--- src/rtl/mroq_pkg.sv ---
package mroq_pkg;

  // item modes
  localparam logic [1:0] MODE_POST   = 2'd0;
  localparam logic [1:0] MODE_SERIAL = 2'd1;
  localparam logic [1:0] MODE_USB    = 2'd2;

  // usb midi cable used for every packet
  localparam logic [3:0] CABLE_NUMBER = 4'd0;

  typedef struct packed {
    logic [1:0] mode;
    logic [7:0] status_byte;
    logic [7:0] data_one;
    logic [7:0] data_two;
    logic       usb_enable;
  } evt_t;

  typedef struct packed {
    logic       serial_valid;
    logic [7:0] serial_byte;
    logic       usb_valid;
    logic [3:0] code_index;
    logic [3:0] cable_number;
    logic [7:0] packet_status;
    logic [7:0] packet_data_one;
    logic [7:0] packet_data_two;
  } res_t;

endpackage

--- src/rtl/mroq_evt_if.sv ---
interface mroq_evt_if;
  logic              valid;
  logic              ready;
  mroq_pkg::evt_t    payload;

  modport source(output valid, output payload, input ready);
  modport sink(input valid, input payload, output ready);
endinterface

--- src/rtl/mroq_res_if.sv ---
interface mroq_res_if;
  logic              valid;
  logic              ready;
  mroq_pkg::res_t    payload;

  modport source(output valid, output payload, input ready);
  modport sink(input valid, input payload, output ready);
endinterface

--- src/rtl/midi_out_running_status_queue.sv ---
// post item: states S_D1 and S_D2 follow the accept, the serial ring takes one byte per cycle
// tick item: the ring read is registered at the accept, and S_OUT loads the result
// one item at a time: a new item is accepted only in S_IDLE, once the last result is loaded
// reset clears indices, last status and the output valid flag; ring contents are not
// cleared and need no clearing pass, since only written entries are ever used
module midi_out_running_status_queue #(
  parameter int SERIAL_DEPTH = 32,
  parameter int USB_DEPTH    = 8
) (
  input  logic           clk,
  input  logic           rst,
  mroq_evt_if.sink       evt,
  mroq_res_if.source     res
);

  localparam int SAW = $clog2(SERIAL_DEPTH);
  localparam int UAW = $clog2(USB_DEPTH);

  typedef enum logic [1:0] {S_IDLE, S_D1, S_D2, S_OUT} state_t;

  state_t         state;
  logic [SAW-1:0] srd;
  logic [SAW-1:0] swr;
  logic [UAW-1:0] urd;
  logic [UAW-1:0] uwr;
  logic [7:0]     last_status;
  logic [1:0]     op;
  logic           hit;
  logic [7:0]     d1;
  logic [7:0]     d2;

  logic           accept;
  logic           out_load;
  logic           s_we;
  logic [7:0]     s_wdata;
  logic           s_re;
  logic [7:0]     s_rdata;
  logic           u_we;
  logic           u_re;
  logic [23:0]    u_rdata;
  mroq_pkg::res_t res_next;

  function automatic logic [SAW-1:0] s_inc(input logic [SAW-1:0] i);
    return (i == SAW'(SERIAL_DEPTH - 1)) ? '0 : i + 1'b1;
  endfunction

  function automatic logic [UAW-1:0] u_inc(input logic [UAW-1:0] i);
    return (i == UAW'(USB_DEPTH - 1)) ? '0 : i + 1'b1;
  endfunction

  assign evt.ready = (state == S_IDLE);
  assign accept    = evt.valid && evt.ready;
  assign out_load  = ((state == S_D2) || (state == S_OUT)) && (!res.valid || res.ready);

  // ring port control
  always_comb begin
    s_we    = 1'b0;
    s_wdata = d1;
    u_we    = 1'b0;
    if (accept && (evt.payload.mode == mroq_pkg::MODE_POST)) begin
      u_we    = evt.payload.usb_enable;
      s_we    = (evt.payload.status_byte != last_status);
      s_wdata = evt.payload.status_byte;
    end
    if (state == S_D1) begin
      s_we    = 1'b1;
      s_wdata = d1;
    end
    if (state == S_D2) begin
      s_we    = 1'b1;
      s_wdata = d2;
    end
    s_re = accept && (evt.payload.mode == mroq_pkg::MODE_SERIAL);
    u_re = accept && (evt.payload.mode == mroq_pkg::MODE_USB);
  end

  mroq_ram #(.WIDTH(8), .DEPTH(SERIAL_DEPTH)) u_serial_ring (
    .clk   (clk),
    .we    (s_we),
    .waddr (swr),
    .wdata (s_wdata),
    .re    (s_re),
    .raddr (srd),
    .rdata (s_rdata)
  );

  mroq_ram #(.WIDTH(24), .DEPTH(USB_DEPTH)) u_usb_ring (
    .clk   (clk),
    .we    (u_we),
    .waddr (uwr),
    .wdata ({evt.payload.status_byte, evt.payload.data_one, evt.payload.data_two}),
    .re    (u_re),
    .raddr (urd),
    .rdata (u_rdata)
  );

  // result assembly from the latched op and ring read data
  always_comb begin
    res_next              = '0;
    res_next.cable_number = mroq_pkg::CABLE_NUMBER;
    case (op)
      mroq_pkg::MODE_SERIAL: begin
        if (hit) begin
          res_next.serial_valid = 1'b1;
          res_next.serial_byte  = s_rdata;
        end
      end
      mroq_pkg::MODE_USB: begin
        if (hit) begin
          res_next.usb_valid       = 1'b1;
          res_next.code_index      = u_rdata[23:20];
          res_next.packet_status   = u_rdata[23:16];
          res_next.packet_data_one = u_rdata[15:8];
          res_next.packet_data_two = u_rdata[7:0];
        end
      end
      default: begin
      end
    endcase
  end

  // sequencer, indices and output register
  always_ff @(posedge clk) begin
    if (rst) begin
      state       <= S_IDLE;
      srd         <= '0;
      swr         <= '0;
      urd         <= '0;
      uwr         <= '0;
      last_status <= '0;
      res.valid   <= 1'b0;
    end else begin
      if (out_load) begin
        res.valid   <= 1'b1;
        res.payload <= res_next;
      end else if (res.ready) begin
        res.valid <= 1'b0;
      end

      unique case (state)
        S_IDLE: begin
          if (accept) begin
            op <= evt.payload.mode;
            d1 <= evt.payload.data_one;
            d2 <= evt.payload.data_two;
            case (evt.payload.mode)
              mroq_pkg::MODE_POST: begin
                if (evt.payload.usb_enable) begin
                  uwr <= u_inc(uwr);
                end
                if (evt.payload.status_byte != last_status) begin
                  last_status <= evt.payload.status_byte;
                  swr         <= s_inc(swr);
                end
                state <= S_D1;
              end
              mroq_pkg::MODE_SERIAL: begin
                hit <= (srd != swr);
                if (srd != swr) begin
                  srd <= s_inc(srd);
                end
                state <= S_OUT;
              end
              mroq_pkg::MODE_USB: begin
                hit <= (urd != uwr);
                if (urd != uwr) begin
                  urd <= u_inc(urd);
                end
                state <= S_OUT;
              end
              default: begin
                state <= S_OUT;
              end
            endcase
          end
        end
        S_D1: begin
          swr   <= s_inc(swr);
          state <= S_D2;
        end
        S_D2: begin
          swr   <= s_inc(swr);
          state <= out_load ? S_IDLE : S_OUT;
        end
        S_OUT: begin
          if (out_load) begin
            state <= S_IDLE;
          end
        end
        default: begin
          state <= S_IDLE;
        end
      endcase
    end
  end

endmodule

--- src/rtl/mroq_ram.sv ---
module mroq_ram #(
  parameter int WIDTH = 8,
  parameter int DEPTH = 32
) (
  input  logic                     clk,
  input  logic                     we,
  input  logic [$clog2(DEPTH)-1:0] waddr,
  input  logic [WIDTH-1:0]         wdata,
  input  logic                     re,
  input  logic [$clog2(DEPTH)-1:0] raddr,
  output logic [WIDTH-1:0]         rdata
);

  logic [WIDTH-1:0] mem [DEPTH];

  // one write port
  always_ff @(posedge clk) begin
    if (we) begin
      mem[waddr] <= wdata;
    end
  end

  // one read port, data held until the next read
  always_ff @(posedge clk) begin
    if (re) begin
      rdata <= mem[raddr];
    end
  end

endmodule

--- src/flat_wrapper.sv ---
// flat-port wrapper written by rule: the top's interface ports become plain ports
module midi_out_running_status_queue_flat 
#(
  parameter int SERIAL_DEPTH = 32,
  parameter int USB_DEPTH    = 8
)
  (clk, rst, evt_valid, evt_payload, evt_ready, res_valid, res_payload, res_ready);
  mroq_evt_if evt_i ();
  mroq_res_if res_i ();
  input  logic clk;
  input  logic rst;
  input wire logic [$bits(evt_i.valid)-1:0] evt_valid;
  input wire logic [$bits(evt_i.payload)-1:0] evt_payload;
  output wire logic [$bits(evt_i.ready)-1:0] evt_ready;
  output wire logic [$bits(res_i.valid)-1:0] res_valid;
  output wire logic [$bits(res_i.payload)-1:0] res_payload;
  input wire logic [$bits(res_i.ready)-1:0] res_ready;
  assign evt_i.valid = evt_valid;
  assign evt_i.payload = evt_payload;
  assign evt_ready = evt_i.ready;
  assign res_valid = res_i.valid;
  assign res_payload = res_i.payload;
  assign res_i.ready = res_ready;
  midi_out_running_status_queue #(.SERIAL_DEPTH(SERIAL_DEPTH), .USB_DEPTH(USB_DEPTH)) u_core (.clk(clk), .rst(rst), .evt(evt_i), .res(res_i));
endmodule
--- config.mk ---
export PLATFORM = sky130hd
export DESIGN_NAME = midi_out_running_status_queue_flat
export DESIGN_NICKNAME = d
export VERILOG_FILES = /design/src/rtl/mroq_pkg.sv /design/src/rtl/mroq_evt_if.sv /design/src/rtl/mroq_res_if.sv /design/src/rtl/midi_out_running_status_queue.sv /design/src/rtl/mroq_ram.sv /design/src/flat_wrapper.sv
export SDC_FILE = /design/constraint.sdc
export NUM_CORES = 1
export LEC_CHECK = 0
export CORE_ASPECT_RATIO = 0.5
export CORE_MARGIN = 4
export CORE_UTILIZATION = 45
export DETAILED_ROUTE_END_ITERATION = 10
export DONT_BUFFER_PORTS = 1
export HOLD_SLACK_MARGIN = 0.1
export PLACE_DENSITY = 0.71
export SYNTH_ARGS = -nofsm -noshare
export SYNTH_HDL_FRONTEND = slang
export SYNTH_HIERARCHICAL = 1
export SYNTH_SLANG_ARGS = --single-unit
--- constraint.sdc ---
create_clock -name clk -period 5.43 [get_ports clk]
set_clock_uncertainty 0.05 [all_clocks]
set_input_delay 1.086 -clock clk [delete_from_list [all_inputs] [get_ports clk]]
set_output_delay 1.086 -clock clk [all_outputs]
set_load 0.005 [all_outputs]
==> flow_summary_export.csv, run 1 <==
group,metric,value,unit
timing,drv_slew,0,
synth,synth_warnings,6,
drt,drc_errors,0,
global_routing,first_global_vias,10100,
cts,path_clk_slew,0.06,ns
drt,drt-total-wl,43.6,mm
drt,via_per_inst,5.76,
synth,synth_cells,1019,
placed_design,portBuffers,0,
min_path,hold_class,"register to register",
layout,layout.nets,1088,
timing,rsz0062_at_grt,"false",
power,power_leakage,7.47,nW
drt,vias,9930,
power,powerDensity,359,nW/um^2
synth,ys.flop_type,"edfxtp_1",
cts,postCtsResizedCells,0,
synth,syn_area,21700,sq um
timing,max_freq,264,MHz
synth,synth.area.top_cells,"edfxtp_1 74%, mux4_2 13%, dfxtp_1 2.5%",
cts,ctsHoldBuffers,0,
power,seqPwrFrac,0.561,
placed_design,placed_area,22400,sq um
setup_path,crit_path_max_incr_delay,0.65,ns
die,dieArea,52000,sq um
power,switchingPower,0.00171,W
setup_path,r2r-start,"u_core/state[1]",
power,combPwrFrac,0.032,
setup_path,rrSetupSlack,1.82,ns
drt,first_pass_iters,7,
timing,finalSetupTns,0,ns
drt,drtIter0Drc,1109,
setup_path,path_max_fanout,15,
min_path,min_delay_path_depth,1,
setup_path,r2r-end,"u_core/u_serial_ring/mem[28][0]",
cts,htreeDepth,2,
power,ir_drop,208,uV
cts,cts_root_buffer,"clkbuf_16",
setup_path,crit_arrival,3.93,ns
synth,synth_edf_count,533,
synth,ys_ff_latch,560,
global_routing,grt_max_degree,58,
setup_path,crit_chain,"inv_1 -> ha_1 -> and3_1 -> o21ai_2 -> and2_1 -> inv_1 -> or3b_2 -> nor2_1",
die,core_area,47200,sq um
synth,synth_top_area_frac,0.738,
setup_path,cp.required,5.57,ns
global_routing,grt_pass1_wl,66.1,mm
timing,setup_viol,0,
cts,cts.sinks,560,
setup_path,worst_r2r_path_depth,7,
setup_path,startpoint_type,"primary input",
synth,synth.avg_cell_area,21.3,sq um
setup_path,end_kind,"register",
layout,layout-area-overhead-vs-synth,11.1,%
cts,cts_buffer_depth,3,
timing,min_period,3.78,ns
power,netSwitchingFraction,0.197,
setup_path,crit_slowest_cell,"or3b_2",
layout,design_area,24100,sq um
synth,synth_area_leader_cell,"edfxtp_1",
setup_path,worstSetupPathType,"primary input to register",
synth,async_reset_ff_frac,0,
placed_design,gp_congestion,0.817,
power,clkPwrFrac,0.407,
drt,antenna_left,0,
die,placementRows,56,
cts,cts_buffers,49,
placed_design,hpwl,26.4,mm
min_path,whs_endpoint,"u_core/res.payload[12]",
layout,diodes,0,
power,internal_power,0.00695,W
cts,clock_latency,0.57,ns
cts,cts_tree,"built",
timing,slew_headroom,0.204,
global_routing,grt.total_usage,0.169,
drt,wl_per_cell,25.3,microns
global_routing,globalRouteOverflowTotal,0,
die,io_pins,75,
synth,seq_area_frac_synth,0.763,
die,die_w,319,microns
die,start_util,0.459,
job,cap_violations,0,
min_path,hold_start,"u_core/u_usb_ring/rdata[12]",
global_routing,grt_antenna_before_repair,0,
setup_path,cp_common_cell,"inv_1",
timing,finalHoldViolCount,0,
synth,synth.distinct_cells,48,
layout,drive_gt1_frac,0.260,
die,die_h,163,microns
timing,worst_slew_pin_slew,1.19,ns
outcome,status,"complete, no violations",
cts,cts_setup_buffers,0,
timing,min_period_over_period,0.697,
==> how the worst max path moves through the flow <==
stage	start	to	slack, ns	cells past startpoint
after global placement	evt_payload[25]	u_core/u_serial_ring/mem[25][3]	1.27	8
final	evt_payload[26]	u_core/u_serial_ring/mem[28][0]	1.65	8
after floorplan	rst	u_core/res.payload[0]	1.07	2
after global routing	evt_payload[25]	u_core/u_serial_ring/mem[0][7]	1.49	8
after detailed placement	evt_payload[25]	u_core/u_serial_ring/mem[0][7]	1.15	8
after CTS	evt_payload[25]	u_core/u_serial_ring/mem[28][0]	1.72	8
==> sequential cells by signal, indices dropped and copies added (netlist names) <==
name and count:
u_core/u_serial_ring/mem 256, u_core/u_usb_ring/mem 192, u_core/res.payload 34, u_core/u_usb_ring/rdata 24, u_core/d1 8, u_core/d2 8, u_core/last_status 8, u_core/u_serial_ring/rdata 8
u_core/srd 5, u_core/swr 5, u_core/urd 3, u_core/uwr 3, u_core/op 2, u_core/state 2, u_core/hit 1, u_core/res.valid 1
==> cells in the final DEF, fill, tap and decap left out, types with 6 or more instances in the layout <==
master / synthesis / routed
edfxtp_1: 533 / 533
mux4_2: 128 / 128
nor2_1: 61 / 55
clkbuf_16: 0 / 51
and2_1: 34 / 34
nand2_1: 28 / 28
dfxtp_1: 27 / 23
buf_4: 15 / 20
mux2_2: 20 / 20
mux2i_1: 14 / 14
mux2_4: 12 / 12
clkinv_2: 0 / 11
xnor2_1: 11 / 11
a21oi_1: 11 / 11
ha_1: 11 / 11
clkbuf_1: 15 / 8
a22oi_1: 8 / 8
nand3_1: 7 / 7
clkbuf_8: 0 / 6
inv_1: 6 / 6
==> worst max-delay path, delay by kind of cell <==
| kind | cells | cell delay (ns) |
|---|---|---|
| compound gates | 1 | 0.41 |
| fa+ha+maj | 1 | 0.16 |
| buf+inv | 2 | 0.18 |
| simple gates | 4 | 2.08 |
==> power groups by stage <==
| stage | registers (W) | logic (W) | clock network, W |
|---|---|---|---|
| floorplan | 0.00493 | 0.000178 | 0 |
| global placement | 0.00495 | 0.000274 | 0 |
| detailed placement | 0.00495 | 0.000280 | 0 |
| CTS | 0.00485 | 0.000282 | 0.00358 |
| global route | 0.00486 | 0.000299 | 0.00379 |
| finish | 0.00485 | 0.000280 | 0.00352 |
==> metal layers <==
| metal | global-route usage | vias to the layer above | routed length (microns) |
|---|---|---|---|
| li1 | - | 4195 | - |
| met1 | 0.232 | 5229 | 17600 |
| met2 | 0.285 | 442 | 21800 |
| met3 | 0.0310 | 64 | 3320 |
| met4 | 0.0396 | 0 | 851 |
| met5 | 0 | - | 0 |
==> layout make-up <==
type	count	area, sq um
Clock buffer	65	1390
Clock inverter	25	258
Fill cell	3609	23100
Inverter	6	22.5
Multi-Input combinational cell	407	4880
Sequential cell	560	16600
Tap cell	638	798
Timing Repair Buffer	22	190
==> cell usage after synthesis, types with 3 or more instances <==
master / n
nor2_1: 61
xnor2_1: 11
nand2_1: 28
a22oi_1: 8
mux2_2: 20
nand3b_1: 5
mux4_2: 128
nor3_1: 4
nand4_1: 3
or3_1: 3
xor2_1: 4
or3b_2: 3
clkbuf_1: 15
and3_1: 4
nand2b_1: 5
nand3_1: 7
buf_1: 8
edfxtp_1: 533
ha_1: 11
nor2b_1: 4
mux2i_1: 14
buf_2: 7
inv_1: 6
a21oi_1: 11
mux2_4: 12
o21ai_0: 4
buf_4: 15
dfxtp_1: 27
and2_1: 34
==> kinds of logic after synthesis <==
family                     count (synthesis)  synth area share
DFF                                      560             0.763
muxes                                    174             0.158
and+or+nand+nor                          170            0.0399
buffers and inverters                     55            0.0147
AOI/OAI and AO/OA                         31            0.0101
xor gates and xnor gates                  17           0.00807
adders and majority gates                 11           0.00634
other                                      1          0.000173
==> through the flow <==
| step | total power, W | setup WS, ns | utilization | std cells | hold WS [ns] |
|---|---|---|---|---|---|
| global placement | 0.00522 | 1.27 | 0.475 | 1633 | 0.445 |
| finish | 0.00865 | 1.65 | 0.510 | 1723 | 0.473 |
| global route | 0.00894 | 1.49 | 0.510 | 1723 | 0.496 |
| floorplan | 0.00511 | 1.07 | - | 1022 | 0.435 |
| CTS | 0.00872 | 1.72 | 0.510 | 1723 | 0.471 |
| detailed placement | 0.00523 | 1.15 | 0.475 | 1633 | 0.457 |
Power figures use the tool's default switching activity.
==> run 2: changes to the inputs <==
--- a/config.mk
+++ b/config.mk
@@ -11,7 +11,7 @@
 export DETAILED_ROUTE_END_ITERATION = 10
 export DONT_BUFFER_PORTS = 1
 export HOLD_SLACK_MARGIN = 0.1
-export PLACE_DENSITY = 0.71
+export PLACE_DENSITY = 0.73
 export SYNTH_ARGS = -nofsm -noshare
 export SYNTH_HDL_FRONTEND = slang
 export SYNTH_HIERARCHICAL = 1
==> constraint.sdc (replaced) <==
create_clock -name clk -period 3.3 [get_ports clk]
set_clock_uncertainty 0.05 [all_clocks]
set_input_delay 0.66 -clock clk [delete_from_list [all_inputs] [get_ports clk]]
set_output_delay 0.66 -clock clk [all_outputs]
set_load 0.005 [all_outputs]
==> flow_summary_export.csv, run 2 (synthesized netlist as in run 1, its figures left out) <==
group,metric,value,unit
layout,regArea,16600,sq um
layout,mostFrequentLayoutCells,"533 x edfxtp_1, 128 x mux4_2, 57 x buf_4",
drt,first_pass_iters,7,
setup_path,cp.required,3.56,ns
timing,max_freq,350,MHz
die,placementRows,56,
layout,largest_register_ffs,256,
layout,layout_commonest_cell,"edfxtp_1",
drt,vias,10200,
drt,drt-total-wl,44.5,mm
setup_path,cp_top_family,"multiplexers",
power,seqPwrFrac,0.565,
setup_path,cp_common_cell,"mux4_2",
min_path,hold_class,"primary input to register",
layout,fillCellCount,3538,
setup_path,end_kind,"register",
die,start_util,0.459,
drt,antenna_left,0,
cts,path_clk_slew,0.07,ns
cts,clock_latency,0.56,ns
cts,cts_buffers,49,
timing,setup_viol,0,
timing,worst_slew_pin_slew,1.13,ns
die,die_w,319,microns
power,combPwrFrac,0.032,
die,die_h,163,microns
timing,min_period_over_period,0.866,
drt,via_per_inst,5.73,
job,cap_violations,0,
layout,multiInputGateArea,4890,sq um
placed_design,placed_area,22900,sq um
setup_path,crit_slowest_cell,"dfxtp_2",
cts,postCtsResizedCells,0,
placed_design,dp_cells,1678,
layout,diodes,0,
cts,cts_tree,"built",
power,clkPwrFrac,0.402,
setup_path,setup.worst_path.start,"u_core/srd[2]",
power,finalPower,0.0141,W
cts,htreeDepth,2,
timing,finalSetupTns,0,ns
layout,top_regs,"u_core/u_serial_ring/mem x256, u_core/u_usb_ring/mem x192, u_core/res.payload x34",
timing,drv_slew,0,
setup_path,r2r-start,"u_core/srd[2]",
cts,cts_buffer_depth,3,
setup_path,path_max_fanout,40,
layout,design_area,24500,sq um
setup_path,startpoint_type,"register",
drt,wl_per_cell,25.1,microns
drt,drtIter0Drc,1153,
power,power_leakage,7.71,nW
global_routing,globalRouteOverflowTotal,0,
setup_path,worstSetupPathType,"register to register",
layout,largest-register,"u_core/u_serial_ring/mem",
timing,finalHoldViolCount,0,
global_routing,first_global_vias,10500,
cts,ctsHoldBuffers,2,
placed_design,gp_congestion,0.792,
layout,final_cells,1773,
placed_design,hpwl,26.8,mm
layout,drive_gt1_frac,0.288,
power,netSwitchingFraction,0.198,
power,switchingPower,0.00280,W
power,ir_drop,404,uV
setup_path,crit_path_max_incr_delay,1.08,ns
layout,layout.nets,1136,
die,io_pins,75,
timing,min_period,2.86,ns
timing,slew_headroom,0.245,
layout,layout-area-overhead-vs-synth,13.1,%
global_routing,grt.total_usage,0.173,
global_routing,grt_pass1_wl,67.6,mm
drt,drc_errors,0,
power,internal_power,0.0113,W
die,dieArea,52000,sq um
power,powerDensity,575,nW/um^2
global_routing,grt_max_degree,41,
setup_path,crit_arrival,3.12,ns
die,core_area,47200,sq um
outcome,status,"complete, no violations",
setup_path,cp.buffers_inverters,1,
cts,cts_root_buffer,"clkbuf_16",
cts,cts.sinks,560,
placed_design,portBuffers,0,
min_path,hold_start,"evt_payload[6]",
cts,cts_setup_buffers,0,
setup_path,crit_chain,"buf_12 -> mux4_2 -> mux4_2 -> mux2_2",
timing,rsz0062_at_grt,"false",
global_routing,grt_antenna_before_repair,2,
-- run 2: cell type report --
cell class | count | share of cell area
Inverter | 6 | 0.000918
Tap cell | 638 | 0.0325
Clock buffer | 60 | 0.0551
Multi-Input combinational cell | 407 | 0.199
Clock inverter | 32 | 0.0108
Sequential cell | 560 | 0.675
Timing Repair Buffer | 70 | 0.0268
-- run 2: routing by layer --
metal	vias to the layer above	share of wire	wire (microns)	track usage
li1	4297	-	-	-
met2	433	0.51	22800	0.300
met4	2	0.024	1050	0.0467
met5	-	0.00025	11	0
met1	5360	0.39	17500	0.230
met3	70	0.069	3080	0.0298
-- run 2: stage by stage --
step | hold slack [ns] | util | setup WS, ns
global placement | 0.446 | 0.485 | 0.371
floorplan | 0.435 | - | 0.425
global route | 0.108 | 0.520 | 0.346
CTS | 0.101 | 0.519 | 0.417
detailed placement | 0.454 | 0.485 | 0.262
finish | 0.139 | 0.520 | 0.443
-- run 2: path summary, 6_finish.rpt --
check / end / slack [ns] / cells past startpoint
setup / recovery: u_core/u_serial_ring/rdata[6] / 0.44 / 4
hold / removal: u_core/u_usb_ring/mem[7][5] / 0.14 / 0
setup reg to reg: u_core/u_serial_ring/rdata[6] / 0.44 / 4
hold reg to reg: u_core/res.payload[39] / 0.47 / 1
-- run 2: power groups by stage --
stage,clock network (W),registers [W],logic [W]
after floorplan,0,0.00811,0.000293
after global placement,0,0.00813,0.000428
after detailed placement,0,0.00813,0.000449
after CTS,0.00577,0.00798,0.000460
after global routing,0.00610,0.00798,0.000495
final,0.00568,0.00798,0.000459
==> run 3: changes to the inputs <==
--- a/config.mk
+++ b/config.mk
@@ -7,11 +7,11 @@
 export LEC_CHECK = 0
 export CORE_ASPECT_RATIO = 0.5
 export CORE_MARGIN = 4
-export CORE_UTILIZATION = 45
+export CORE_UTILIZATION = 30
 export DETAILED_ROUTE_END_ITERATION = 10
 export DONT_BUFFER_PORTS = 1
 export HOLD_SLACK_MARGIN = 0.1
-export PLACE_DENSITY = 0.73
+export PLACE_DENSITY = 0.56
 export SYNTH_ARGS = -nofsm -noshare
 export SYNTH_HDL_FRONTEND = slang
 export SYNTH_HIERARCHICAL = 1
==> flow_summary_export.csv, run 3 (synthesized netlist as in run 1, its figures left out) <==
group,metric,value,unit
drt,antenna_left,0,
setup_path,worst_r2r_path_depth,4,
power,powerDensity,586,nW/um^2
cts,postCtsResizedCells,0,
setup_path,rrSetupSlack,0.49,ns
drt,first_pass_iters,5,
layout,top_regs,"u_core/u_serial_ring/mem x256, u_core/u_usb_ring/mem x192, u_core/res.payload x34",
die,die_h,198,microns
timing,drv_slew,0,
setup_path,startpoint_type,"register",
layout,drive_gt1_frac,0.294,
drt,drtIter0Drc,721,
die,dieArea,76900,sq um
cts,cts.sinks,560,
layout,layout-area-overhead-vs-synth,17.2,%
layout,layout_commonest_cell,"edfxtp_1",
layout,final_cells,2140,
cts,cts_buffer_depth,3,
drt,drc_errors,0,
die,start_util,0.304,
setup_path,end_kind,"register",
setup_path,cp.required,3.61,ns
layout,largest_register_ffs,256,
layout,diodes,0,
drt,drt-total-wl,47.2,mm
setup_path,r2r-start,"u_core/srd[0]",
setup_path,crit_arrival,3.11,ns
die,die_w,388,microns
timing,hold-worst-slack,0.155,ns
min_path,hold_start,"rst",
timing,finalHoldViolCount,0,
cts,cts_root_buffer,"clkbuf_16",
layout,mostFrequentLayoutCells,"533 x edfxtp_1, 128 x mux4_2, 78 x buf_4",
layout,finalCoreUtilization,0.357,
power,power_leakage,7.99,nW
drt,wl_per_cell,22.1,microns
drt,via_per_inst,4.67,
outcome,status,"complete, no violations",
die,placementRows,69,
power,finalPower,0.0149,W
cts,cts_setup_buffers,0,
cts,htreeDepth,2,
timing,slew_headroom,0.267,
global_routing,grt_antenna_before_repair,0,
job,cap_violations,0,
placed_design,gp_congestion,0.733,
placed_design,portBuffers,0,
cts,clock_latency,0.60,ns
power,ir_drop,383,uV
setup_path,path_max_fanout,36,
global_routing,grt_pass1_wl,70.0,mm
timing,min_period_over_period,0.851,
die,io_pins,75,
min_path,hold_class,"primary input to register",
timing,setup_viol,0,
cts,cts_tree,"built",
setup_path,worstSetupPathType,"register to register",
die,core_area,71300,sq um
global_routing,globalRouteOverflowTotal,0,
layout,layout.nets,1178,
global_routing,grt_max_degree,37,
min_path,whs_endpoint,"u_core/swr[3]",
timing,max_freq,356,MHz
timing,worst_slew_pin_slew,1.10,ns
placed_design,hpwl,29.8,mm
cts,cts_buffers,54,
layout,largest-register,"u_core/u_serial_ring/mem",
global_routing,first_global_vias,10500,
drt,vias,9993,
placed_design,dp_cells,2011,
global_routing,grt.total_usage,0.123,
setup_path,r2r-end,"u_core/u_serial_ring/rdata[1]",
timing,finalSetupTns,0,ns
cts,path_clk_slew,0.06,ns
timing,rsz0062_at_grt,"false",
timing,min_period,2.81,ns
min_path,min_delay_path_depth,1,
-- run 3: changes by cell type in the layout (fill, tap and decap cells not counted), moves of 2 or more --
cell / previous run / this run
dlygate4sd3_1: 3 / 27
buf_4: 57 / 78
buf_12: 10 / 2
clkbuf_1: 6 / 12
bufinv_16: 4 / 8
clkinvlp_4: 5 / 1
clkbuf_16: 52 / 55
clkbuf_8: 2 / 5
clkinv_1: 9 / 6
clkinv_8: 0 / 2
-- run 3: worst max-delay path by stage --
stage / start / to / slack (ns)
5_1_grt: u_core/srd[0] / u_core/u_serial_ring/rdata[1] / 0.32
3_3_place_gp: evt_payload[25] / u_core/u_serial_ring/mem[0][1] / 0.46
4_1_cts: u_core/srd[0] / u_core/u_serial_ring/rdata[1] / 0.42
2_1_floorplan: evt_payload[25] / u_core/u_serial_ring/mem[28][0] / 0.42
3_5_place_dp: evt_payload[25] / u_core/u_serial_ring/mem[28][4] / 0.42
6_report: u_core/srd[0] / u_core/u_serial_ring/rdata[1] / 0.49
-- run 3: through the flow --
step	area, sq um	worst slack [ns]
after global routing	25400	0.317
final	25400	0.492
after global placement	23300	0.456
after CTS	25400	0.419
after detailed placement	23300	0.422
after floorplan	21700	0.425
-- run 3: metal layers --
| layer | GRT usage | up-vias | wire length (microns) |
|---|---|---|---|
| li1 | - | 4387 | - |
| met1 | 0.154 | 5318 | 19500 |
| met2 | 0.217 | 232 | 24300 |
| met3 | 0.0239 | 56 | 2450 |
| met4 | 0.0366 | 0 | 949 |
| met5 | 0 | - | 0 |
-- run 3: final cells by class --
class / instances / area (sq um)
clock inverters: 30 / 372
clock buffers: 72 / 1490
flip-flops and latches: 560 / 16600
repair buffers: 107 / 896
well taps: 958 / 1200
multi-input cells: 407 / 4890
inverters: 6 / 22.5
fillers: 6595 / 45900
-- run 3: power by group --
group	internal (W)	total [W]	switching, W	leakage [nW]
Clock	0.00380	0.00639	0.00258	0.915
Sequential	0.00793	0.00798	0.0000525	5.03
Combinational	0.000186	0.000539	0.000353	2.04
Total	0.0119	0.0149	0.00299	7.99
-- run 3: critical path, stage by stage, from the launching register on --
cell and delay [ns]:
dfxtp_4 0.84, buf_12 0.29, mux4_2 0.56, mux4_2 0.52, mux2_2 0.29
-- run 3: timing repair --
item                                    in CTS  in global routing
hold buffers                                27                  0
endpoints found under the hold margin      233                  0
endpoints found under the setup margin       0                  0
